===== src/hdl/sdpr_pkg.sv =====
// shared types and constants of the six axis step/dir packet receiver
// no dependencies
package sdpr_pkg;

    localparam int AXES_DEF       = 6;
    localparam int BUFFER_BYTES   = 32;
    localparam int LEN_MAX        = BUFFER_BYTES - 2;

    localparam logic [7:0]  SYNC_BYTE   = 8'hed;
    localparam logic [7:0]  RESYNC_CHAR = 8'h72;
    localparam logic [15:0] HASH_SEED   = 16'hbad1;
    localparam logic [15:0] HASH_MUL    = 16'h6967;
    localparam logic [15:0] HASH_ADD    = 16'h1551;
    localparam logic [15:0] DIST_CLAMP  = 16'd10000;

    localparam logic [15:0] RATE_NUM_RST  = 16'd25000;
    localparam logic [15:0] PHASE_CAP_RST = 16'd40000;
    localparam logic [15:0] TICK_CAP_RST  = 16'd10000;
    localparam logic [31:0] TIMEOUT_RST   = 32'd2000000;

    // configuration register indexes
    localparam logic [1:0] CFG_RATE_NUM  = 2'd0;
    localparam logic [1:0] CFG_PHASE_CAP = 2'd1;
    localparam logic [1:0] CFG_TICK_CAP  = 2'd2;
    localparam logic [1:0] CFG_TIMEOUT   = 2'd3;

    // item kinds
    localparam logic OP_BYTE = 1'b0;
    localparam logic OP_TICK = 1'b1;

    // reply codes
    localparam logic [1:0] REPLY_NONE = 2'd0;
    localparam logic [1:0] REPLY_ACK  = 2'd1;
    localparam logic [1:0] REPLY_NAK  = 2'd2;

    typedef struct packed {
        logic        op;
        logic [7:0]  rx_byte;
        logic [15:0] elapsed;
    } t_item;

endpackage


===== src/hdl/sdpr_front.sv =====
// input side: accepts items into a two entry queue
// depends on sdpr_pkg
module sdpr_front (
    input  logic           i_clk,
    input  logic           i_rst_n,
    input  logic           i_valid,
    output logic           o_ready,
    input  sdpr_pkg::t_item i_item,
    output logic           o_q_valid,
    input  logic           i_q_ready,
    output sdpr_pkg::t_item o_q_item
);

    sdpr_pkg::t_item r_mem [2];
    logic       r_wp, r_rp;
    logic [1:0] r_cnt;
    logic       push, pop;

    assign o_ready   = (r_cnt != 2'd2);
    assign o_q_valid = (r_cnt != 2'd0);
    assign o_q_item  = r_mem[r_rp];
    assign push      = i_valid & o_ready;
    assign pop       = o_q_valid & i_q_ready;

    // queue storage
    always_ff @(posedge i_clk) begin
        if (push) begin
            r_mem[r_wp] <= i_item;
        end
    end

    // pointers and fill count
    always_ff @(posedge i_clk) begin
        if (!i_rst_n) begin
            r_wp  <= 1'b0;
            r_rp  <= 1'b0;
            r_cnt <= 2'd0;
        end else begin
            if (push) r_wp <= ~r_wp;
            if (pop)  r_rp <= ~r_rp;
            if (push && !pop)      r_cnt <= r_cnt + 2'd1;
            else if (pop && !push) r_cnt <= r_cnt - 2'd1;
        end
    end

endmodule


===== src/hdl/sdpr_back.sv =====
// execution side: framing, hash, decode, period division and tick stepping
// depends on sdpr_pkg
module sdpr_back #(
    parameter int AXES = sdpr_pkg::AXES_DEF
) (
    input  logic            i_clk,
    input  logic            i_rst_n,
    input  logic            i_q_valid,
    output logic            o_q_ready,
    input  sdpr_pkg::t_item i_q_item,
    input  logic            i_cfg_we,
    input  logic [1:0]      i_cfg_index,
    input  logic [31:0]     i_cfg_data,
    output logic            o_valid,
    input  logic            i_ready,
    output logic [AXES-1:0] o_step_pins,
    output logic [AXES-1:0] o_dir_pins,
    output logic            o_stepping,
    output logic [1:0]      o_reply,
    output logic [15:0]     o_io_bits,
    output logic            o_link_lost
);

    localparam int AX_W = (AXES > 1) ? $clog2(AXES) : 1;

    localparam logic [3:0] S_IDLE   = 4'd0;
    localparam logic [3:0] S_EXEC   = 4'd1;
    localparam logic [3:0] S_HASH   = 4'd2;
    localparam logic [3:0] S_DECODE = 4'd3;
    localparam logic [3:0] S_DLOAD  = 4'd4;
    localparam logic [3:0] S_DITER  = 4'd5;
    localparam logic [3:0] S_TICK   = 4'd6;
    localparam logic [3:0] S_TEND   = 4'd7;
    localparam logic [3:0] S_TCHK   = 4'd8;
    localparam logic [3:0] S_DONE   = 4'd9;

    // configuration
    logic [15:0] r_rate_num, r_phase_cap, r_tick_cap;
    logic [31:0] r_timeout;

    // control state
    logic [3:0]  r_state;
    logic [5:0]  r_pos;
    logic [5:0]  r_len;
    logic        r_fin;
    logic [AX_W-1:0] r_ax;
    logic [4:0]  r_dcnt;
    logic [1:0]  r_reply;
    logic        r_change;
    logic        r_resync, r_lost;
    logic [31:0] r_silence;
    logic [AXES-1:0] r_step, r_dir;
    logic [15:0] r_io;
    logic [15:0] r_tgt [AXES];
    logic [15:0] r_apos [AXES];
    logic [15:0] r_per [AXES];
    logic [15:0] r_phase [AXES];

    // payload registers
    sdpr_pkg::t_item r_item;
    logic [7:0]  r_lo, r_b2;
    logic [15:0] r_hash, r_sum, r_chk, r_io_stg;
    logic [15:0] r_stg [AXES];
    logic [15:0] r_delta;
    logic [15:0] r_rem, r_quo, r_den;

    // output register
    logic            r_ovalid;
    logic [AXES-1:0] r_ostep, r_odir;
    logic            r_ostepping, r_olost;
    logic [1:0]      r_oreply;
    logic [15:0]     r_oio;

    assign o_q_ready   = (r_state == S_IDLE);
    assign o_valid     = r_ovalid;
    assign o_step_pins = r_ostep;
    assign o_dir_pins  = r_odir;
    assign o_stepping  = r_ostepping;
    assign o_reply     = r_oreply;
    assign o_io_bits   = r_oio;
    assign o_link_lost = r_olost;

    // byte framing helpers
    logic [7:0]  ch;
    logic [15:0] word;
    logic [4:0]  widx;
    logic        last_byte;
    assign ch        = r_item.rx_byte;
    assign word      = {ch, r_lo};
    assign widx      = r_pos[5:1];
    assign last_byte = ({1'b0, r_pos} + 7'd1) >= ({1'b0, r_len} + 7'd2);

    // tick helpers for the current axis
    logic [15:0] t_tg, t_ps, t_ph, t_ph2, t_ph3, t_diff;
    logic        t_lv, t_fire, t_up;
    assign t_tg   = r_tgt[r_ax];
    assign t_ps   = r_apos[r_ax];
    assign t_lv   = r_step[r_ax];
    assign t_ph   = r_phase[r_ax] + r_delta;
    assign t_fire = t_lv || (t_ph >= r_per[r_ax]);
    assign t_ph2  = t_lv ? t_ph : t_ph - r_per[r_ax];
    assign t_ph3  = (t_ph2 > r_phase_cap) ? r_phase_cap : t_ph2;
    assign t_diff = t_tg - t_ps;
    assign t_up   = !t_diff[15] && (t_diff != 16'd0);

    // distance for the divider
    logic [15:0] d_abs, d_clamp;
    assign d_abs   = t_diff[15] ? (~t_diff + 16'd1) : t_diff;
    assign d_clamp = (t_diff == 16'h8000 || d_abs > sdpr_pkg::DIST_CLAMP) ?
                     sdpr_pkg::DIST_CLAMP :
                     ((d_abs < 16'd2) ? 16'd2 : d_abs);

    // restoring divider step
    logic [15:0] dv_sh;
    logic        dv_ge;
    assign dv_sh = {r_rem[14:0], r_quo[15]};
    assign dv_ge = dv_sh >= r_den;

    // hash multiply and silence add
    logic [31:0] h_prod;
    logic [32:0] sil_sum;
    assign h_prod  = r_sum * sdpr_pkg::HASH_MUL;
    assign sil_sum = {1'b0, r_silence} + {17'd0, r_delta};

    // configuration writes
    always_ff @(posedge i_clk) begin
        if (!i_rst_n) begin
            r_rate_num  <= sdpr_pkg::RATE_NUM_RST;
            r_phase_cap <= sdpr_pkg::PHASE_CAP_RST;
            r_tick_cap  <= sdpr_pkg::TICK_CAP_RST;
            r_timeout   <= sdpr_pkg::TIMEOUT_RST;
        end else if (i_cfg_we) begin
            unique case (i_cfg_index)
                sdpr_pkg::CFG_RATE_NUM:  r_rate_num  <= i_cfg_data[15:0];
                sdpr_pkg::CFG_PHASE_CAP: r_phase_cap <= i_cfg_data[15:0];
                sdpr_pkg::CFG_TICK_CAP:  r_tick_cap  <= i_cfg_data[15:0];
                sdpr_pkg::CFG_TIMEOUT:   r_timeout   <= i_cfg_data;
                default: ;
            endcase
        end
    end

    // payload datapath without reset
    always_ff @(posedge i_clk) begin
        if (r_state == S_IDLE && i_q_valid) begin
            r_item <= i_q_item;
        end
        if (r_state == S_EXEC && r_item.op == sdpr_pkg::OP_BYTE) begin
            if (r_pos == 6'd0) begin
                r_lo   <= ch;
                r_hash <= sdpr_pkg::HASH_SEED;
            end else if (!r_pos[0]) begin
                r_lo <= ch;
                if (r_pos == 6'd2) r_b2 <= ch;
            end else begin
                r_sum <= r_hash + word;
                if (r_pos != 6'd1) begin
                    if (widx >= 5'd1 && widx <= 5'(AXES)) begin
                        r_stg[AX_W'(widx - 5'd1)] <= word;
                    end
                    if (widx == 5'(AXES + 1)) r_io_stg <= word;
                    if (widx == 5'(AXES + 2)) r_chk <= word;
                end
            end
        end
        if (r_state == S_EXEC && r_item.op == sdpr_pkg::OP_TICK) begin
            r_delta <= (r_item.elapsed > r_tick_cap) ? r_tick_cap : r_item.elapsed;
        end
        if (r_state == S_HASH) begin
            r_hash <= h_prod[15:0] + sdpr_pkg::HASH_ADD;
        end
        if (r_state == S_DLOAD) begin
            r_rem <= 16'd0;
            r_quo <= r_rate_num;
            r_den <= d_clamp;
        end
        if (r_state == S_DITER) begin
            r_rem <= dv_ge ? (dv_sh - r_den) : dv_sh;
            r_quo <= {r_quo[14:0], dv_ge};
        end
    end

    // sequencer and architectural state
    always_ff @(posedge i_clk) begin
        if (!i_rst_n) begin
            r_state   <= S_IDLE;
            r_pos     <= 6'd0;
            r_len     <= 6'd0;
            r_fin     <= 1'b0;
            r_ax      <= '0;
            r_dcnt    <= 5'd0;
            r_reply   <= sdpr_pkg::REPLY_NONE;
            r_change  <= 1'b0;
            r_resync  <= 1'b1;
            r_lost    <= 1'b0;
            r_silence <= 32'd0;
            r_step    <= '0;
            r_dir     <= '0;
            r_io      <= 16'd0;
            r_ovalid  <= 1'b0;
            for (int i = 0; i < AXES; i++) begin
                r_tgt[i]   <= 16'd0;
                r_apos[i]  <= 16'd0;
                r_per[i]   <= 16'd0;
                r_phase[i] <= 16'd0;
            end
        end else begin
            if (r_ovalid && i_ready && r_state != S_DONE) r_ovalid <= 1'b0;
            unique case (r_state)
                S_IDLE: begin
                    if (i_q_valid) begin
                        r_state  <= S_EXEC;
                        r_reply  <= sdpr_pkg::REPLY_NONE;
                        r_change <= 1'b0;
                        r_fin    <= 1'b0;
                    end
                end
                S_EXEC: begin
                    if (r_item.op == sdpr_pkg::OP_TICK) begin
                        r_ax    <= '0;
                        r_state <= S_TICK;
                    end else if (r_pos == 6'd0) begin
                        if (ch == sdpr_pkg::SYNC_BYTE) r_pos <= 6'd1;
                        r_state <= S_DONE;
                    end else if (r_pos == 6'd1) begin
                        if (ch > 8'(sdpr_pkg::LEN_MAX)) begin
                            r_pos   <= 6'd0;
                            r_len   <= 6'd0;
                            r_state <= S_DONE;
                        end else if (ch == 8'd0) begin
                            r_lost  <= 1'b1;
                            r_reply <= sdpr_pkg::REPLY_NAK;
                            r_pos   <= 6'd0;
                            r_len   <= 6'd0;
                            r_state <= S_DONE;
                        end else begin
                            r_len   <= ch[5:0];
                            r_pos   <= 6'd2;
                            r_state <= S_HASH;
                        end
                    end else begin
                        r_fin <= last_byte;
                        if (last_byte) begin
                            r_pos <= 6'd0;
                        end else begin
                            r_pos <= r_pos + 6'd1;
                        end
                        if (r_pos[0] && widx <= 5'(AXES + 1)) begin
                            r_state <= S_HASH;
                        end else begin
                            r_state <= last_byte ? S_DECODE : S_DONE;
                        end
                    end
                end
                S_HASH: begin
                    r_state <= r_fin ? S_DECODE : S_DONE;
                end
                S_DECODE: begin
                    r_len <= 6'd0;
                    if (r_len == 6'd1 && r_b2 == sdpr_pkg::RESYNC_CHAR) begin
                        r_resync <= 1'b1;
                        r_state  <= S_DONE;
                    end else if (r_len != 6'(2 * AXES + 4) || r_chk != r_hash) begin
                        r_lost  <= 1'b1;
                        r_reply <= sdpr_pkg::REPLY_NAK;
                        r_state <= S_DONE;
                    end else begin
                        for (int i = 0; i < AXES; i++) begin
                            r_tgt[i] <= r_stg[i];
                            if (r_resync) r_apos[i] <= r_stg[i];
                        end
                        r_io      <= r_io_stg;
                        r_resync  <= 1'b0;
                        r_silence <= 32'd0;
                        r_lost    <= 1'b0;
                        r_reply   <= sdpr_pkg::REPLY_ACK;
                        r_ax      <= '0;
                        r_state   <= S_DLOAD;
                    end
                end
                S_DLOAD: begin
                    r_dcnt  <= 5'd0;
                    r_state <= S_DITER;
                end
                S_DITER: begin
                    r_dcnt <= r_dcnt + 5'd1;
                    if (r_dcnt == 5'd15) begin
                        r_per[r_ax] <= {r_quo[14:0], dv_ge};
                        if (r_ax == AX_W'(AXES - 1)) begin
                            r_state <= S_DONE;
                        end else begin
                            r_ax    <= r_ax + 1'b1;
                            r_state <= S_DLOAD;
                        end
                    end
                end
                S_TICK: begin
                    if (t_tg != t_ps) begin
                        r_phase[r_ax] <= t_fire ? t_ph3 : t_ph;
                        if (t_fire) begin
                            r_change     <= 1'b1;
                            r_step[r_ax] <= ~t_lv;
                            r_dir[r_ax]  <= t_up;
                            if (t_lv) r_apos[r_ax] <= t_up ? t_ps + 16'd1 : t_ps - 16'd1;
                        end
                    end
                    if (r_ax == AX_W'(AXES - 1)) begin
                        r_state <= S_TEND;
                    end else begin
                        r_ax <= r_ax + 1'b1;
                    end
                end
                S_TEND: begin
                    r_silence <= sil_sum[32] ? 32'hffff_ffff : sil_sum[31:0];
                    r_state   <= S_TCHK;
                end
                S_TCHK: begin
                    if (r_silence > r_timeout) begin
                        r_lost   <= 1'b1;
                        r_resync <= 1'b1;
                    end
                    r_state <= S_DONE;
                end
                S_DONE: begin
                    if (!r_ovalid || i_ready) begin
                        r_ovalid <= 1'b1;
                        r_state  <= S_IDLE;
                    end
                end
                default: r_state <= S_IDLE;
            endcase
        end
    end

    // result payload
    always_ff @(posedge i_clk) begin
        if (r_state == S_DONE && (!r_ovalid || i_ready)) begin
            r_ostep     <= r_step;
            r_odir      <= r_dir;
            r_ostepping <= r_change;
            r_oreply    <= r_reply;
            r_oio       <= r_io;
            r_olost     <= r_lost;
        end
    end

endmodule


===== src/hdl/six_axis_step_dir_packet_receiver_top.sv =====
// six axis step/dir packet receiver, top level
// a byte passes through EXEC, an optional HASH step and DONE; a packet end adds DECODE and
// the period divider (16 steps each, per axis); a tick steps the axes one axis per cycle
// one item in the back end at a time, the next taken once DONE hands its result on;
// a two entry queue and the output register decouple the sides
// synchronous active low reset; configuration returns to its default values
// depends on sdpr_pkg, sdpr_front, sdpr_back
module six_axis_step_dir_packet_receiver_top #(
    parameter int AXES = sdpr_pkg::AXES_DEF,
    localparam int OUT_W  = 2 * AXES + 20,
    localparam int OUT_TD = ((OUT_W + 7) / 8) * 8
) (
    input  logic              i_clk,
    input  logic              i_rst_n,
    input  logic              i_s_tvalid,
    output logic              o_s_tready,
    input  logic [23:0]       i_s_tdata,   // rx_byte[7:0], elapsed_time[23:8]
    input  logic              i_s_tuser,   // operation
    output logic              o_m_tvalid,
    input  logic              i_m_tready,
    output logic [OUT_TD-1:0] o_m_tdata,   // step_pins, dir_pins, stepping, reply, io_bits,
                                           // link_lost
    input  logic              i_cfg_we,
    input  logic [1:0]        i_cfg_index,
    input  logic [31:0]       i_cfg_data
);

    sdpr_pkg::t_item in_item, q_item;
    logic            q_valid, q_ready;
    logic [AXES-1:0] step_pins, dir_pins;
    logic            stepping, link_lost;
    logic [1:0]      reply;
    logic [15:0]     io_bits;

    assign in_item.op      = i_s_tuser;
    assign in_item.rx_byte = i_s_tdata[7:0];
    assign in_item.elapsed = i_s_tdata[23:8];

    sdpr_front u_front (
        .i_clk     (i_clk),
        .i_rst_n   (i_rst_n),
        .i_valid   (i_s_tvalid),
        .o_ready   (o_s_tready),
        .i_item    (in_item),
        .o_q_valid (q_valid),
        .i_q_ready (q_ready),
        .o_q_item  (q_item)
    );

    sdpr_back #(.AXES(AXES)) u_back (
        .i_clk       (i_clk),
        .i_rst_n     (i_rst_n),
        .i_q_valid   (q_valid),
        .o_q_ready   (q_ready),
        .i_q_item    (q_item),
        .i_cfg_we    (i_cfg_we),
        .i_cfg_index (i_cfg_index),
        .i_cfg_data  (i_cfg_data),
        .o_valid     (o_m_tvalid),
        .i_ready     (i_m_tready),
        .o_step_pins (step_pins),
        .o_dir_pins  (dir_pins),
        .o_stepping  (stepping),
        .o_reply     (reply),
        .o_io_bits   (io_bits),
        .o_link_lost (link_lost)
    );

    // pack result fields from the lowest bit up
    assign o_m_tdata = OUT_TD'({link_lost, io_bits, reply, stepping, dir_pins, step_pins});

endmodule


===== config.mk =====
export PLATFORM = sky130hd
export DESIGN_NAME = six_axis_step_dir_packet_receiver_top
export DESIGN_NICKNAME = d
export VERILOG_FILES = /design/src/hdl/sdpr_pkg.sv /design/src/hdl/sdpr_front.sv /design/src/hdl/sdpr_back.sv /design/src/hdl/six_axis_step_dir_packet_receiver_top.sv
export SDC_FILE = /design/constraint.sdc
export NUM_CORES = 2
export LEC_CHECK = 0
export BUFFER_PORTS_ARGS = -buffer_cell sky130_fd_sc_hd__buf_2
export CAP_MARGIN = 20
export CORE_MARGIN = 3
export CORE_UTILIZATION = 40
export DETAILED_ROUTE_END_ITERATION = 7
export PLACE_DENSITY = 0.63
export RECOVER_POWER = 25
export SLEW_MARGIN = 0
export SYNTH_ARGS = -nofsm -noshare
export SYNTH_HDL_FRONTEND = slang
export SYNTH_HIERARCHICAL = 1
export SYNTH_SLANG_ARGS = --single-unit

===== constraint.sdc =====
create_clock -name i_clk -period 22.7 [get_ports i_clk]
set_clock_uncertainty 0.1 [all_clocks]
set_input_delay 1.135 -clock i_clk [delete_from_list [all_inputs] [get_ports i_clk]]
set_output_delay 1.135 -clock i_clk [all_outputs]
set_load 0.05 [all_outputs]

==> impl_summary.md <==
Critical path
The cell seen most often among critical-path stages is sky130_fd_sc_hd__ha_1. The worst endpoint required time is 22.99 ns. The worst setup path is captured at a register. The largest delay contributor family on the critical path is compound AO/OA/AOI/OAI gates. The data arrival time of the worst path is 9.20 ns. STA classifies the critical path startpoint as a register. The kind of critical path is reg -> reg.

The maximum fanout encountered on the critical timing path is 34. The largest stage delay on the critical path is 0.82 ns. The worst-case register-to-register setup slack is 13.79 ns. The number of buffer and inverter stages on the critical path is 2. The master of the slowest instance on the critical path is sky130_fd_sc_hd__dfxtp_4.

The worst register-to-register path has a depth of 27. In this run the critical register-to-register path is captured at u_back/r_phase[5][4].

Timing
The count of pins over their slew limit is 301. The accumulated negative setup slack is 0 ns. The minimum period implied by the final worst setup slack is 8.91 ns. The final number of setup-violating endpoints is 0. The period utilization is 0.392. For the pin with the worst max-slew slack, the measured transition is 3.07 ns.

The number of hold-slack violations in the final timing report is 0. Derived from the worst setup path, the maximum achievable clock frequency is 0.112 GHz. The normalized max-slew margin is -1.05. Setup repair after global routing left no endpoint under its margin.

Synth
The biggest area contributor in the post-synthesis netlist is sky130_fd_sc_hd__edfxtp_1. The cell count after synthesis is 4117. The number of synthesized flops with an enable pin is 826. The post-synthesis cell area is 50400 sq um. The synthesized area per cell is 12.2 sq um. After synthesis, the cell types taking the most area are sky130_fd_sc_hd__edfxtp_1, sky130_fd_sc_hd__dfxtp_1, sky130_fd_sc_hd__ha_1.

By count the netlist is led by sky130_fd_sc_hd__edfxtp_1, sky130_fd_sc_hd__nand2_1, sky130_fd_sc_hd__nor2_1. The dominant register cell in the synthesized netlist is sky130_fd_sc_hd__edfxtp_1. By instance count, the leading cell after synthesis is sky130_fd_sc_hd__edfxtp_1. The count of synthesis-stage warnings from yosys is 6.

For this run, asynchronously set or reset flops after synthesis account for 0. For this run, the register share of the synthesized area comes to 0.563. The proportion of netlist area held by the largest area contributor is 0.492. The netlist uses 95 different library cells. The count of state elements after synthesis is 1005.

Floorplanning
The total die area is 130000 sq um. The top-level port count is 98. In this run the horizontal extent of the chip is 361 um. The core footprint is 124000 sq um. The initial utilization of the core area, before any placement, comes to 0.405. The die is 361 um tall. The row count is 129.

Routing
The number of nets with antenna violations after routing is 0. The total number of vias is 32938. Dividing the detail-routed via count by the number of cells gives 5.53. After the first detailed-routing iteration, the DRC count stood at 2872.

The final routed wirelength across all metal layers is 129000 um. Dividing the detail-routed wire length by the instance count gives 21.6 um. The number of detailed-routing iterations run before antenna repair is 5. The residual DRC count is 0.

Clocking
The CTS sink count is 1005. The number of hold buffers added after CTS was 0. In this run the deepest clock path goes through 3 buffers. The clock transition at the register clock pins on the worst setup and hold paths after CTS is 0.06 ns. The number of buffers added by the clock tree synthesis step is 103. TritonCTS built the clock tree.

The number of H-tree branching levels is 3. For the worst-skew pair, the clock arrives at the later sink with an insertion delay of 0.70 ns. The number of post-CTS setup repair buffers is 0. In this run, post-CTS repair resized a total of 0 instances. The tree is rooted in a sky130_fd_sc_hd__clkbuf_16.

Power
The maximum ir drop on the vdd rail is 78.2 uV. The switching share of total power is 0.308. Of the total power, combinational logic draws 0.239.

For this design the static power due to leakage is 0.0211 uW. The part of the power in registers is 0.442. The clock network power share is 0.319.

Summing internal, switching and leakage power gives 5200 uW. For this design the total switching power over the nets is 1600 uW. The internal power is 3590 uW. The power per standard cell area is 92.4 nW/um^2.

Run status
The final reports fail on capacitance limit, slew limit. The flow ran to the end, but the final reports show violations.

Global route
The first-pass GRT wire length is 197000 um. The number of global-route vias before repair came to 32703. The met2 track demand over resource is 0.316. In the global route stage, met1 resource usage came out at 0.277. In this run the most used layer during global routing was met2. The leftover overflow at the end of global routing is 0. The fraction of met3 tracks used by global routing is 0.0318. The number of antenna violations at the first check in global routing came to 2. For this run, the total global-route usage over all layers was measured as 0.196. Entering global routing, the biggest net connects 97 pins.

Cells and area
Relative to the synthesized area, the layout overhead comes to 11.6%. The final layout contains 4610 nets. The number of fill cells in the layout is 11201. The fraction of final layout cells with drive strength greater than 1 is 0.128.

Min path
The tightest min-delay check is of the reg -> reg type. The end point of the worst hold path is u_back/o_io_bits[14]. The startpoint of the most critical hold path is u_back/r_io[14]. Along the worst hold path, the cell count comes to 0.

Placed design
The final weighted congestion of routability-driven global placement is 0.891. The estimated wirelength of the detail-placed design is 86000 um. The port buffer count is 97.

Run
The max capacitance violation total is 7.
==> cell families after synthesis <==
logic type | count (synthesis) | synth area share
AOI/OAI and AO/OA | 703 | 0.0930
xor gates and xnor gates | 153 | 0.0275
adders and majority gates | 305 | 0.0830
buffers and inverters | 440 | 0.0338
DFF | 1005 | 0.563
muxes | 253 | 0.0800
other | 1 | 0.0000744
and+or+nand+nor | 1257 | 0.119
==> layer usage <==
metal  wire length, um  vias to the layer above
li1                  -                    15364
met1             57200                    16325
met2             59800                     1091
met3              9120                      158
met4              2430                        0
met5                 0                        -
==> metrics by stage <==
stage | hold slack [ns] | instance area [sq um] | util | instances | worst slack (ns)
final | 0.333 | 56200 | 0.452 | 5961 | 13.79
after global routing | 0.341 | 56200 | 0.452 | 5960 | 13.17
after CTS | 0.337 | 56300 | 0.453 | 5956 | 13.76
after detailed placement | 0.314 | 53000 | 0.426 | 5769 | 13.80
after global placement | 0.316 | 52900 | 0.425 | 5765 | 13.93
after floorplan | 0.308 | 50500 | - | 4150 | 14.78
==> how the worst max path moves through the flow <==
stage | from | end | slack (ns) | depth (start not counted)
after CTS | register | u_back/r_apos[5][15] | 13.76 | 27
after floorplan | register | u_back/r_phase[5][14] | 14.78 | 33
final | register | u_back/r_phase[5][4] | 13.79 | 27
after global placement | register | u_back/r_apos[5][15] | 13.93 | 27
after detailed placement | register | u_back/r_apos[0][14] | 13.80 | 28
after global routing | register | u_back/r_phase[7][3] | 13.17 | 30
==> state kept, by name, indices dropped and copies added (netlist names), 17 cells and up, named ones only <==
signal and flops:
u_back/r_apos 128, u_back/r_item 17, u_back/r_per 128, u_back/r_phase 128, u_back/r_silence 32, u_back/r_stg 96
u_back/r_tgt 96, u_back/r_timeout 32, u_front/r_mem 50
==> power groups by stage <==
stage	Combinational, uW	Clock [uW]	Sequential (uW)
finish	1240	1660	2300
global route	1370	1770	2310
CTS	1240	1690	2290
detailed placement	1240	0	2330
global placement	1220	0	2330
floorplan	922	0	2280
==> final cells by class <==
| class | count | area (sq um) | share of cell area |
|---|---|---|---|
| well taps | 1637 | 2050 | 0.0364 |
| multi-input cells | 2705 | 20500 | 0.365 |
| clock buffers | 140 | 2850 | 0.0507 |
| inverters | 256 | 962 | 0.0171 |
| clock inverters | 47 | 438 | 0.00779 |
| diodes | 1 | 2.50 | 0.0000445 |
| flip-flops and latches | 1005 | 28400 | 0.505 |
| repair buffers | 170 | 1010 | 0.0180 |
==> cell usage in the layout (no fill, tap or decap), drive strengths merged, types with 95 or more instances in the layout <==
master,n
ha,256
and3,129
mux4,112
and2,95
a21oi,216
nand2,422
nor2,282
clkbuf,162
dfxtp,179
a22o,98
xnor2,96
inv,261
o21ai,135
edfxtp,826
buf,147
==> worst reg2reg max path: stages (launching register included) <==
cell                        delay (ns)
sky130_fd_sc_hd__dfxtp_4          0.82
sky130_fd_sc_hd__mux4_2           0.58
sky130_fd_sc_hd__mux2_2           0.28
sky130_fd_sc_hd__ha_1             0.21
sky130_fd_sc_hd__fa_1             0.41
sky130_fd_sc_hd__a21o_1           0.18
sky130_fd_sc_hd__a21oi_1          0.22
sky130_fd_sc_hd__o21bai_1         0.12
sky130_fd_sc_hd__a2111oi_0        0.61
sky130_fd_sc_hd__o41ai_1          0.23
sky130_fd_sc_hd__o41ai_1          0.56
sky130_fd_sc_hd__xnor2_1          0.27
sky130_fd_sc_hd__inv_1            0.08
sky130_fd_sc_hd__ha_1             0.40
sky130_fd_sc_hd__nand2_1          0.08
sky130_fd_sc_hd__a211oi_1         0.33
sky130_fd_sc_hd__o21a_1           0.22
sky130_fd_sc_hd__nor2_1           0.05
sky130_fd_sc_hd__mux2_2           0.27
sky130_fd_sc_hd__ha_1             0.30
sky130_fd_sc_hd__nand4_1          0.16
sky130_fd_sc_hd__nor4_1           0.32
sky130_fd_sc_hd__a41oi_1          0.17
sky130_fd_sc_hd__and2_0           0.50
sky130_fd_sc_hd__nand2_1          0.22
sky130_fd_sc_hd__a21oi_1          0.08
sky130_fd_sc_hd__o21ai_0          0.68
sky130_fd_sc_hd__inv_1            0.15
Note: power is estimated with default switching activity, not from simulation.
